[src/rtl/core/tia_pkg.sv]
`timescale 1ns / 1ps
// ----------------------------------------------------------------------------
// Typed ID allocator package
// Shared sizes, codes, memory request structs and address helpers.
// ----------------------------------------------------------------------------
package tia_pkg;

  // Sizing
  localparam int ID_WIDTH     = 32;
  localparam int ACTIVE_DEPTH = 64;
  localparam int FREED_DEPTH  = 64;
  localparam int NUM_CLASSES  = 3;
  localparam int CLS_W        = 2;   // width of the class field

  localparam int ACT_IW    = $clog2(ACTIVE_DEPTH);
  localparam int FRD_IW    = $clog2(FREED_DEPTH);
  localparam int ACT_CW    = $clog2(ACTIVE_DEPTH + 1);
  localparam int FRD_CW    = $clog2(FREED_DEPTH + 1);
  localparam int ACT_WORDS = NUM_CLASSES * ACTIVE_DEPTH;
  localparam int FRD_WORDS = NUM_CLASSES * FREED_DEPTH;
  localparam int ACT_AW    = $clog2(ACT_WORDS);
  localparam int FRD_AW    = $clog2(FRD_WORDS);

  // Codes
  typedef enum logic [1:0] {
    ACT_ALLOC   = 2'd0,
    ACT_RECLAIM = 2'd1,
    ACT_CLEAR   = 2'd2
  } action_e;

  typedef enum logic [1:0] {
    STAT_OK         = 2'd0,
    STAT_NOT_ACTIVE = 2'd1,
    STAT_FULL       = 2'd2
  } status_e;

  typedef enum logic [2:0] {
    ST_IDLE,
    ST_DECODE,
    ST_POP,
    ST_SCAN,
    ST_SWAP,
    ST_RESP
  } state_e;

  // Memory port requests
  typedef struct packed {
    logic                we;
    logic [ACT_AW-1:0]   waddr;
    logic [ID_WIDTH-1:0] wdata;
    logic [ACT_AW-1:0]   raddr;
  } act_req_t;

  typedef struct packed {
    logic                we;
    logic [FRD_AW-1:0]   waddr;
    logic [ID_WIDTH-1:0] wdata;
    logic [FRD_AW-1:0]   raddr;
  } frd_req_t;

  // Finished result word
  typedef struct packed {
    logic [ID_WIDTH-1:0] id;
    status_e             status;
  } result_t;

  // Flat addresses: each class owns a contiguous region
  function automatic logic [ACT_AW-1:0] act_addr(input logic [CLS_W-1:0]  cls,
                                                 input logic [ACT_IW-1:0] idx);
    act_addr = ACT_AW'(cls) * ACT_AW'(ACTIVE_DEPTH) + ACT_AW'(idx);
  endfunction

  function automatic logic [FRD_AW-1:0] frd_addr(input logic [CLS_W-1:0]  cls,
                                                 input logic [FRD_IW-1:0] idx);
    frd_addr = FRD_AW'(cls) * FRD_AW'(FREED_DEPTH) + FRD_AW'(idx);
  endfunction

endpackage

[src/rtl/core/tia_ctrl.sv]
`timescale 1ns / 1ps
// ----------------------------------------------------------------------------
// Typed ID allocator control
// Per-class counters and list counts, and the sequencer that reads, scans
// and writes back the active and freed memories.
// ----------------------------------------------------------------------------
module tia_ctrl (
  input  logic                         clk_i,
  input  logic                         rst_ni,
  // input word
  input  logic                         in_fire_i,
  input  logic [1:0]                   action_i,
  input  logic [tia_pkg::CLS_W-1:0]    id_class_i,
  input  logic [tia_pkg::ID_WIDTH-1:0] release_id_i,
  output logic                         busy_o,
  // memories
  output tia_pkg::act_req_t            act_req_o,
  input  logic [tia_pkg::ID_WIDTH-1:0] act_rdata_i,
  output tia_pkg::frd_req_t            frd_req_o,
  input  logic [tia_pkg::ID_WIDTH-1:0] frd_rdata_i,
  // result
  output logic                         res_valid_o,
  output tia_pkg::result_t             res_o,
  input  logic                         res_ready_i
);

  tia_pkg::state_e state_q, state_d;

  // Latched input word
  logic [1:0]                   action_q;
  logic [tia_pkg::CLS_W-1:0]    class_q;
  logic [tia_pkg::ID_WIDTH-1:0] rel_q;

  // Per-class state
  logic [tia_pkg::ID_WIDTH-1:0] cnt_q     [tia_pkg::NUM_CLASSES];
  logic [tia_pkg::ID_WIDTH-1:0] cnt_d     [tia_pkg::NUM_CLASSES];
  logic [tia_pkg::ACT_CW-1:0]   act_cnt_q [tia_pkg::NUM_CLASSES];
  logic [tia_pkg::ACT_CW-1:0]   act_cnt_d [tia_pkg::NUM_CLASSES];
  logic [tia_pkg::FRD_CW-1:0]   frd_cnt_q [tia_pkg::NUM_CLASSES];
  logic [tia_pkg::FRD_CW-1:0]   frd_cnt_d [tia_pkg::NUM_CLASSES];

  // Scan index / match slot
  logic [tia_pkg::ACT_IW-1:0]   idx_q, idx_d;

  logic [tia_pkg::ID_WIDTH-1:0] res_id_q, res_id_d;
  tia_pkg::status_e             res_status_q, res_status_d;

  // Current-class views
  logic                         cls_ok;
  logic [tia_pkg::ID_WIDTH-1:0] cnt_inc;
  logic [tia_pkg::ACT_CW-1:0]   cur_act_cnt, act_cnt_m1;
  logic [tia_pkg::FRD_CW-1:0]   cur_frd_cnt, frd_cnt_m1;
  logic                         act_full, frd_full;
  logic [tia_pkg::ACT_IW-1:0]   act_push_idx, last_idx;
  logic [tia_pkg::FRD_IW-1:0]   frd_push_idx, frd_pop_idx;

  assign cls_ok       = class_q < tia_pkg::CLS_W'(tia_pkg::NUM_CLASSES);
  assign cnt_inc      = cnt_q[class_q] + 1'b1;
  assign cur_act_cnt  = act_cnt_q[class_q];
  assign cur_frd_cnt  = frd_cnt_q[class_q];
  assign act_cnt_m1   = cur_act_cnt - 1'b1;
  assign frd_cnt_m1   = cur_frd_cnt - 1'b1;
  assign act_full     = cur_act_cnt >= tia_pkg::ACT_CW'(tia_pkg::ACTIVE_DEPTH);
  assign frd_full     = cur_frd_cnt >= tia_pkg::FRD_CW'(tia_pkg::FREED_DEPTH);
  assign act_push_idx = cur_act_cnt[tia_pkg::ACT_IW-1:0];
  assign last_idx     = act_cnt_m1[tia_pkg::ACT_IW-1:0];
  assign frd_push_idx = cur_frd_cnt[tia_pkg::FRD_IW-1:0];
  assign frd_pop_idx  = frd_cnt_m1[tia_pkg::FRD_IW-1:0];

  // State register and per-class control state
  always_ff @(posedge clk_i or negedge rst_ni) begin
    if (!rst_ni) begin
      state_q <= tia_pkg::ST_IDLE;
      for (int i = 0; i < tia_pkg::NUM_CLASSES; i++) begin
        cnt_q[i]     <= '0;
        act_cnt_q[i] <= '0;
        frd_cnt_q[i] <= '0;
      end
    end else begin
      state_q   <= state_d;
      cnt_q     <= cnt_d;
      act_cnt_q <= act_cnt_d;
      frd_cnt_q <= frd_cnt_d;
    end
  end

  // Payload registers
  always_ff @(posedge clk_i) begin
    if (in_fire_i) begin
      action_q <= action_i;
      class_q  <= id_class_i;
      rel_q    <= release_id_i;
    end
    idx_q        <= idx_d;
    res_id_q     <= res_id_d;
    res_status_q <= res_status_d;
  end

  // Sequencer: next state, memory requests, list updates
  always_comb begin
    state_d      = state_q;
    cnt_d        = cnt_q;
    act_cnt_d    = act_cnt_q;
    frd_cnt_d    = frd_cnt_q;
    idx_d        = idx_q;
    res_id_d     = res_id_q;
    res_status_d = res_status_q;

    // default reads: scan read-ahead and free-stack top
    act_req_o       = '0;
    act_req_o.raddr = tia_pkg::act_addr(class_q, idx_q + 1'b1);
    frd_req_o       = '0;
    frd_req_o.raddr = tia_pkg::frd_addr(class_q, frd_pop_idx);

    unique case (state_q)
      tia_pkg::ST_IDLE: begin
        if (in_fire_i) begin
          state_d = tia_pkg::ST_DECODE;
        end
      end

      tia_pkg::ST_DECODE: begin
        res_id_d     = '0;
        res_status_d = tia_pkg::STAT_OK;
        state_d      = tia_pkg::ST_RESP;
        case (action_q)
          tia_pkg::ACT_ALLOC: begin
            if (!cls_ok || act_full) begin
              res_status_d = tia_pkg::STAT_FULL;
            end else begin
              cnt_d[class_q] = cnt_inc;
              if (cnt_inc == '1 && cur_frd_cnt != '0) begin
                // counter hit all ones: hand out a freed ID instead
                frd_cnt_d[class_q] = frd_cnt_m1;
                state_d            = tia_pkg::ST_POP;
              end else begin
                act_req_o.we       = 1'b1;
                act_req_o.waddr    = tia_pkg::act_addr(class_q, act_push_idx);
                act_req_o.wdata    = cnt_inc;
                act_cnt_d[class_q] = cur_act_cnt + 1'b1;
                res_id_d           = cnt_inc;
              end
            end
          end
          tia_pkg::ACT_RECLAIM: begin
            if (!cls_ok || cur_act_cnt == '0) begin
              res_status_d = tia_pkg::STAT_NOT_ACTIVE;
            end else begin
              act_req_o.raddr = tia_pkg::act_addr(class_q, '0);
              idx_d           = '0;
              state_d         = tia_pkg::ST_SCAN;
            end
          end
          tia_pkg::ACT_CLEAR: begin
            for (int i = 0; i < tia_pkg::NUM_CLASSES; i++) begin
              cnt_d[i]     = '0;
              act_cnt_d[i] = '0;
              frd_cnt_d[i] = '0;
            end
          end
          default: ;
        endcase
      end

      // freed ID arrives from the stack top
      tia_pkg::ST_POP: begin
        act_req_o.we       = 1'b1;
        act_req_o.waddr    = tia_pkg::act_addr(class_q, act_push_idx);
        act_req_o.wdata    = frd_rdata_i;
        act_cnt_d[class_q] = cur_act_cnt + 1'b1;
        res_id_d           = frd_rdata_i;
        state_d            = tia_pkg::ST_RESP;
      end

      // one entry compared per cycle, next one already being read
      tia_pkg::ST_SCAN: begin
        if (act_rdata_i == rel_q) begin
          if (frd_full) begin
            res_status_d = tia_pkg::STAT_FULL;
            state_d      = tia_pkg::ST_RESP;
          end else begin
            frd_req_o.we       = 1'b1;
            frd_req_o.waddr    = tia_pkg::frd_addr(class_q, frd_push_idx);
            frd_req_o.wdata    = rel_q;
            frd_cnt_d[class_q] = cur_frd_cnt + 1'b1;
            act_req_o.raddr    = tia_pkg::act_addr(class_q, last_idx);
            state_d            = tia_pkg::ST_SWAP;
          end
        end else if (idx_q == last_idx) begin
          res_status_d = tia_pkg::STAT_NOT_ACTIVE;
          state_d      = tia_pkg::ST_RESP;
        end else begin
          idx_d = idx_q + 1'b1;
        end
      end

      // move last active entry into the freed slot
      tia_pkg::ST_SWAP: begin
        act_req_o.we       = 1'b1;
        act_req_o.waddr    = tia_pkg::act_addr(class_q, idx_q);
        act_req_o.wdata    = act_rdata_i;
        act_cnt_d[class_q] = act_cnt_m1;
        state_d            = tia_pkg::ST_RESP;
      end

      tia_pkg::ST_RESP: begin
        if (res_ready_i) begin
          state_d = tia_pkg::ST_IDLE;
        end
      end

      default: state_d = tia_pkg::ST_IDLE;
    endcase
  end

  assign busy_o        = state_q != tia_pkg::ST_IDLE;
  assign res_valid_o   = state_q == tia_pkg::ST_RESP;
  assign res_o.id      = res_id_q;
  assign res_o.status  = res_status_q;

  // Assertions
  for (genvar g = 0; g < tia_pkg::NUM_CLASSES; g++) begin : g_chk
    assert property (@(posedge clk_i) disable iff (!rst_ni)
      act_cnt_q[g] <= tia_pkg::ACT_CW'(tia_pkg::ACTIVE_DEPTH) &&
      frd_cnt_q[g] <= tia_pkg::FRD_CW'(tia_pkg::FREED_DEPTH))
      else $error("list count beyond depth");

    assert property (@(posedge clk_i) disable iff (!rst_ni)
      (state_q == tia_pkg::ST_DECODE && action_q == tia_pkg::ACT_CLEAR) |=>
      (cnt_q[g] == '0 && act_cnt_q[g] == '0 && frd_cnt_q[g] == '0))
      else $error("clear left class state behind");
  end

  assert property (@(posedge clk_i) disable iff (!rst_ni)
    state_q == tia_pkg::ST_SCAN |-> (cls_ok && cur_act_cnt != '0 && idx_q <= last_idx))
    else $error("scan index past end of active list");

  assert property (@(posedge clk_i) disable iff (!rst_ni)
    state_q == tia_pkg::ST_SWAP |-> $past(state_q) == tia_pkg::ST_SCAN && cur_act_cnt != '0)
    else $error("swap without a preceding match");

  assert property (@(posedge clk_i) disable iff (!rst_ni)
    state_q == tia_pkg::ST_POP |-> (cnt_q[class_q] == '1 && !act_full))
    else $error("free stack popped off the wrap point");

endmodule

[config.mk]
export PLATFORM = sky130hd
export DESIGN_NAME = tia_ctrl
export DESIGN_NICKNAME = d
export VERILOG_FILES = /design/src/rtl/core/tia_pkg.sv /design/src/rtl/core/tia_ctrl.sv
export SDC_FILE = /design/constraint.sdc
export NUM_CORES = 1
export LEC_CHECK = 0
export BUFFER_PORTS_ARGS = -buffer_cell sky130_fd_sc_hd__buf_2
export CORE_MARGIN = 4
export CORE_UTILIZATION = 56
export DETAILED_ROUTE_END_ITERATION = 12
export GPL_TIMING_DRIVEN = 0
export HOLD_SLACK_MARGIN = 0.06
export PLACE_DENSITY = 0.85
export RECOVER_POWER = 100
export SYNTH_ARGS = -nofsm -noshare
export SYNTH_HDL_FRONTEND = slang
export SYNTH_SLANG_ARGS = --single-unit
[constraint.sdc]
create_clock -name clk_i -period 6.4 [get_ports clk_i]
set_clock_uncertainty 0.05 [all_clocks]
set_input_delay 0.32 -clock clk_i [delete_from_list [all_inputs] [get_ports clk_i]]
set_output_delay 0.32 -clock clk_i [all_outputs]
set_load 0.005 [all_outputs]
==> results.yml <==
run_status:
  status: "finished with violations"
  violations: "antenna violations, max-capacitance violations, max-slew violations"
synth:
  ys.flop_type: "dfrtp_1"
  synthTopCellsByCount: "220 x nand2_1, 162 x o21ai_0, 141 x dfrtp_1, 76 x edfxtp_1, 71 x nor2_1"
  synth.yosys.seq_area_share_pct: 47.5
  synthCells: 1270
  yosysMostFrequentCell: "nand2_1"
  yosys.area.top_type_share_pct: 28.9
  synth_top_family_by_area: "compound AO/OA/AOI/OAI gates"
  syn_avg_cell_area_um2: 9.62
  syn_area_um2: 12200
  yosys.area_share.xor_xnor_pct: 6.01
  synth_warnings: 0
  synth_fa_ha_area_share_pct: 0.819
  syn-num-nets: 1382
  synth.largest_area_cell: "dfrtp_1"
  synthMuxAreaShare_pct: 4.01
  synth-edff-count: 76
  synthSimpleGateAreaFrac_pct: 18.1
  synthArstFlopShare_pct: 65.0
  synth_seq_cells: 217
  synth_compound_area_share_pct: 19.7
  yosysUniqueCellTypes: 68
  synthTopCellsByArea: "dfrtp_1 29%, edfxtp_1 19%, nand2_1 6.8%"
setup_path:
  path_class: "register to output port"
  cp-end-kind: "output port"
  worstPathCellList: "and2b_1, buf_6, buf_6, o2bb2ai_1, ha_1, nand3_1, nor4_2, xnor2_1, nor3b_2, nand4_1, or4_1, nand2_1, buf_2, o211ai_1, clkbuf_1"
  cp_top_family: "simple AND/OR/NAND/NOR gates"
  timing.rr.start: "class_q[0]"
  crit_path_top_delay_cell: "nor4_2"
  worst_path_most_repeated_cell: "buf_6"
  regToRegSetupSlack_ns: 0.29
  r2r-end: "res_id_q[31]"
  startpoint_type: "register"
  critPathRequiredTime_ns: 6.03
  r2r_cells: 14
  critPathMaxStageDelay_ns: 0.71
  cp_data_arrival_time_ns: 5.91
  crit_buf_inv: 4
  crit_fanout: 28
global_routing:
  grt_busiest_layer: "met2"
  grtUsageMet2_pct: 57.7
  antenna_found_initial: 1
  met3_usage_pct: 7.38
  grt_usage_pct: 35.7
  gr-total-overflow: 0
  use_met1_pct: 47.0
  grt_pass1_vias: 11872
  grt_pass1_wl_um: 68100
  grt_start_max_net_pins: 84
die:
  die-area_um2: 24300
  die_h_um: 156
  std_cell_rows: 53
  coreArea_um2: 21200
  die_w_um: 156
  start_util_pct: 57.6
  ioPinCount: 238
sta:
  fin_crit_ns: 6.28
  rsz0062_at_grt: "false"
  fin_hold_ws_ns: 0.0803
  tightest_slew_ns: 3.15
  setup_viol: 0
  fin_tns_setup_ns: 0
  clock.fmax_mhz: 159
  final_max_slew_viol_count: 215
  finalCritPeriodShare_pct: 98.2
  finalHoldViolations: 0
  max_slew_margin_pct: -110
placement:
  portBuffers: 237
  place_inst: 1783
  gp_congestion: 0.989
  hpwl_um: 31900
routing:
  wl_um: 44200
  drt_iter0_drc: 1436
  ant_nets: 1
  dr_total_vias: 12071
  drc: 0
  drtPass1Iterations: 5
  wl_per_cell_um: 23.5
  viasPerCell: 6.43
min_path:
  hold_start: "frd_rdata_i[20]"
  hold_depth: 3
  hp-class: "primary input to register"
  min_to: "res_id_q[20]"
layout:
  final_util_pct: 70.2
  fin_cells: 1877
  area_growth_pct: 21.8
  nets: 1690
  drive_above_1_share_pct: 15.0
clock_tree:
  cts_htree_levels: 1
  root_buffer: "clkbuf_16"
  clk_pin_slew_ns: 0.06
  cts_tree: "built"
  ctsLongestPathBuffers: 3
  clock_latency_ns: 0.53
  cts_inserted_buffers: 24
  clock_sinks: 217
power_and_ir_drop:
  p_sw_share_pct: 36.6
  powerDensity_nw_per_um2: 339
  p_leak_nw: 6.08
  p_comb_share_pct: 34.0
  p_switching_w: 0.00184
  power_frac_seq_pct: 37.0
  pwr-share-clk_pct: 29.0
  p_int_w: 0.00320
  vdd_ir_drop_max_mv: 0.262
job:
  maxCapViolCount: 4
-- routing by layer --
layer / share of wire, % / up-vias
li1: - / 5208
met1: 38 / 5788
met2: 46 / 877
met3: 11 / 198
met4: 5.4 / 0
met5: 0 / -
-- flip-flops by register name, summed over array words and instances (netlist names) --
name and flops:
act_cnt_q 21, action_q 2, class_q 2, cnt_q 96, frd_cnt_q 21, idx_q 6, rel_q 32, res_id_q 32
res_status_q 2, state_q 3
-- power by group through the flow --
stage | logic (W) | clock network, W | registers (W)
CTS | 0.00172 | 0.00145 | 0.00185
detailed placement | 0.00168 | 0 | 0.00187
global route | 0.00185 | 0.00151 | 0.00189
floorplan | 0.00104 | 0 | 0.00185
finish | 0.00171 | 0.00146 | 0.00187
global placement | 0.00164 | 0 | 0.00187
-- tightest hold or removal path: stages --
cell and delay [ns]:
buf_2 0.08, nand2_1 0.06, o21ai_0 0.08
-- worst max-delay path by stage --
stage,startpoint,endpoint,depth (start not counted)
3_3_place_gp,class_q[0],act_req_o[43],21
3_5_place_dp,class_q[0],act_req_o[43],21
4_1_cts,class_q[0],act_req_o[10],20
5_1_grt,class_q[0],act_req_o[10],15
6_report,class_q[0],act_req_o[10],15
2_1_floorplan,class_q[1],act_req_o[40],20
-- kinds of logic after synthesis --
group / count (synthesis)
simple gates: 455
compound gates: 356
flops: 217
buf+inv: 102
xor+xnor: 83
mux: 49
fa+ha+maj: 8
-- layout make-up --
type,instances,area [µm²]
Timing Repair Buffer,285,1540
Multi-Input combinational cell,951,5900
Clock inverter,16,154
Antenna cell,6,15.0
Tap cell,275,344
Clock buffer,28,668
Buffer,69,344
Inverter,30,113
Fill cell,1638,6330
Sequential cell,217,5810
-- layout by cell type, fill, tap and decap left out, drive strengths merged, types with 5 or more instances in the layout --
| cell type | count |
|---|---|
| nor3 | 16 |
| clkinv | 12 |
| buf | 153 |
| diode | 6 |
| and3 | 5 |
| dlygate4sd3 | 47 |
| nand2b | 10 |
| dfrtp | 141 |
| o21ai | 169 |
| a211oi | 6 |
| nand2 | 220 |
| clkbuf | 182 |
| or3 | 8 |
| edfxtp | 76 |
| nand4 | 19 |
| a21o | 5 |
| a21oi | 32 |
| nand3b | 5 |
| nor4 | 23 |
| a22o | 31 |
| inv | 30 |
| o211ai | 35 |
| xor2 | 55 |
| nand3 | 17 |
| xnor2 | 28 |
| o2bb2ai | 31 |
| mux2i | 49 |
| o22ai | 15 |
| ha | 8 |
| and2 | 40 |
| nor2 | 71 |
| a2bb2oi | 5 |
| or2 | 7 |
-- metrics by stage --
| stage | total power, W | area (µm²) | setup slack, ns |
|---|---|---|---|
| floorplan | 0.00289 | 12200 | 1.72 |
| global placement | 0.00351 | 13800 | 0.00848 |
| detailed placement | 0.00356 | 13800 | 0.00330 |
| CTS | 0.00502 | 15100 | 0.00111 |
| global route | 0.00525 | 14900 | 0.0436 |
| finish | 0.00504 | 14900 | 0.115 |
-- timing repair --
action	CTS	global route
resized for setup	2	5
hold buffers	47	0
endpoints found under the setup margin	39	39
hold endpoints to repair	104	0
buffers inserted	0	0
Power figures use the tool's default switching activity.
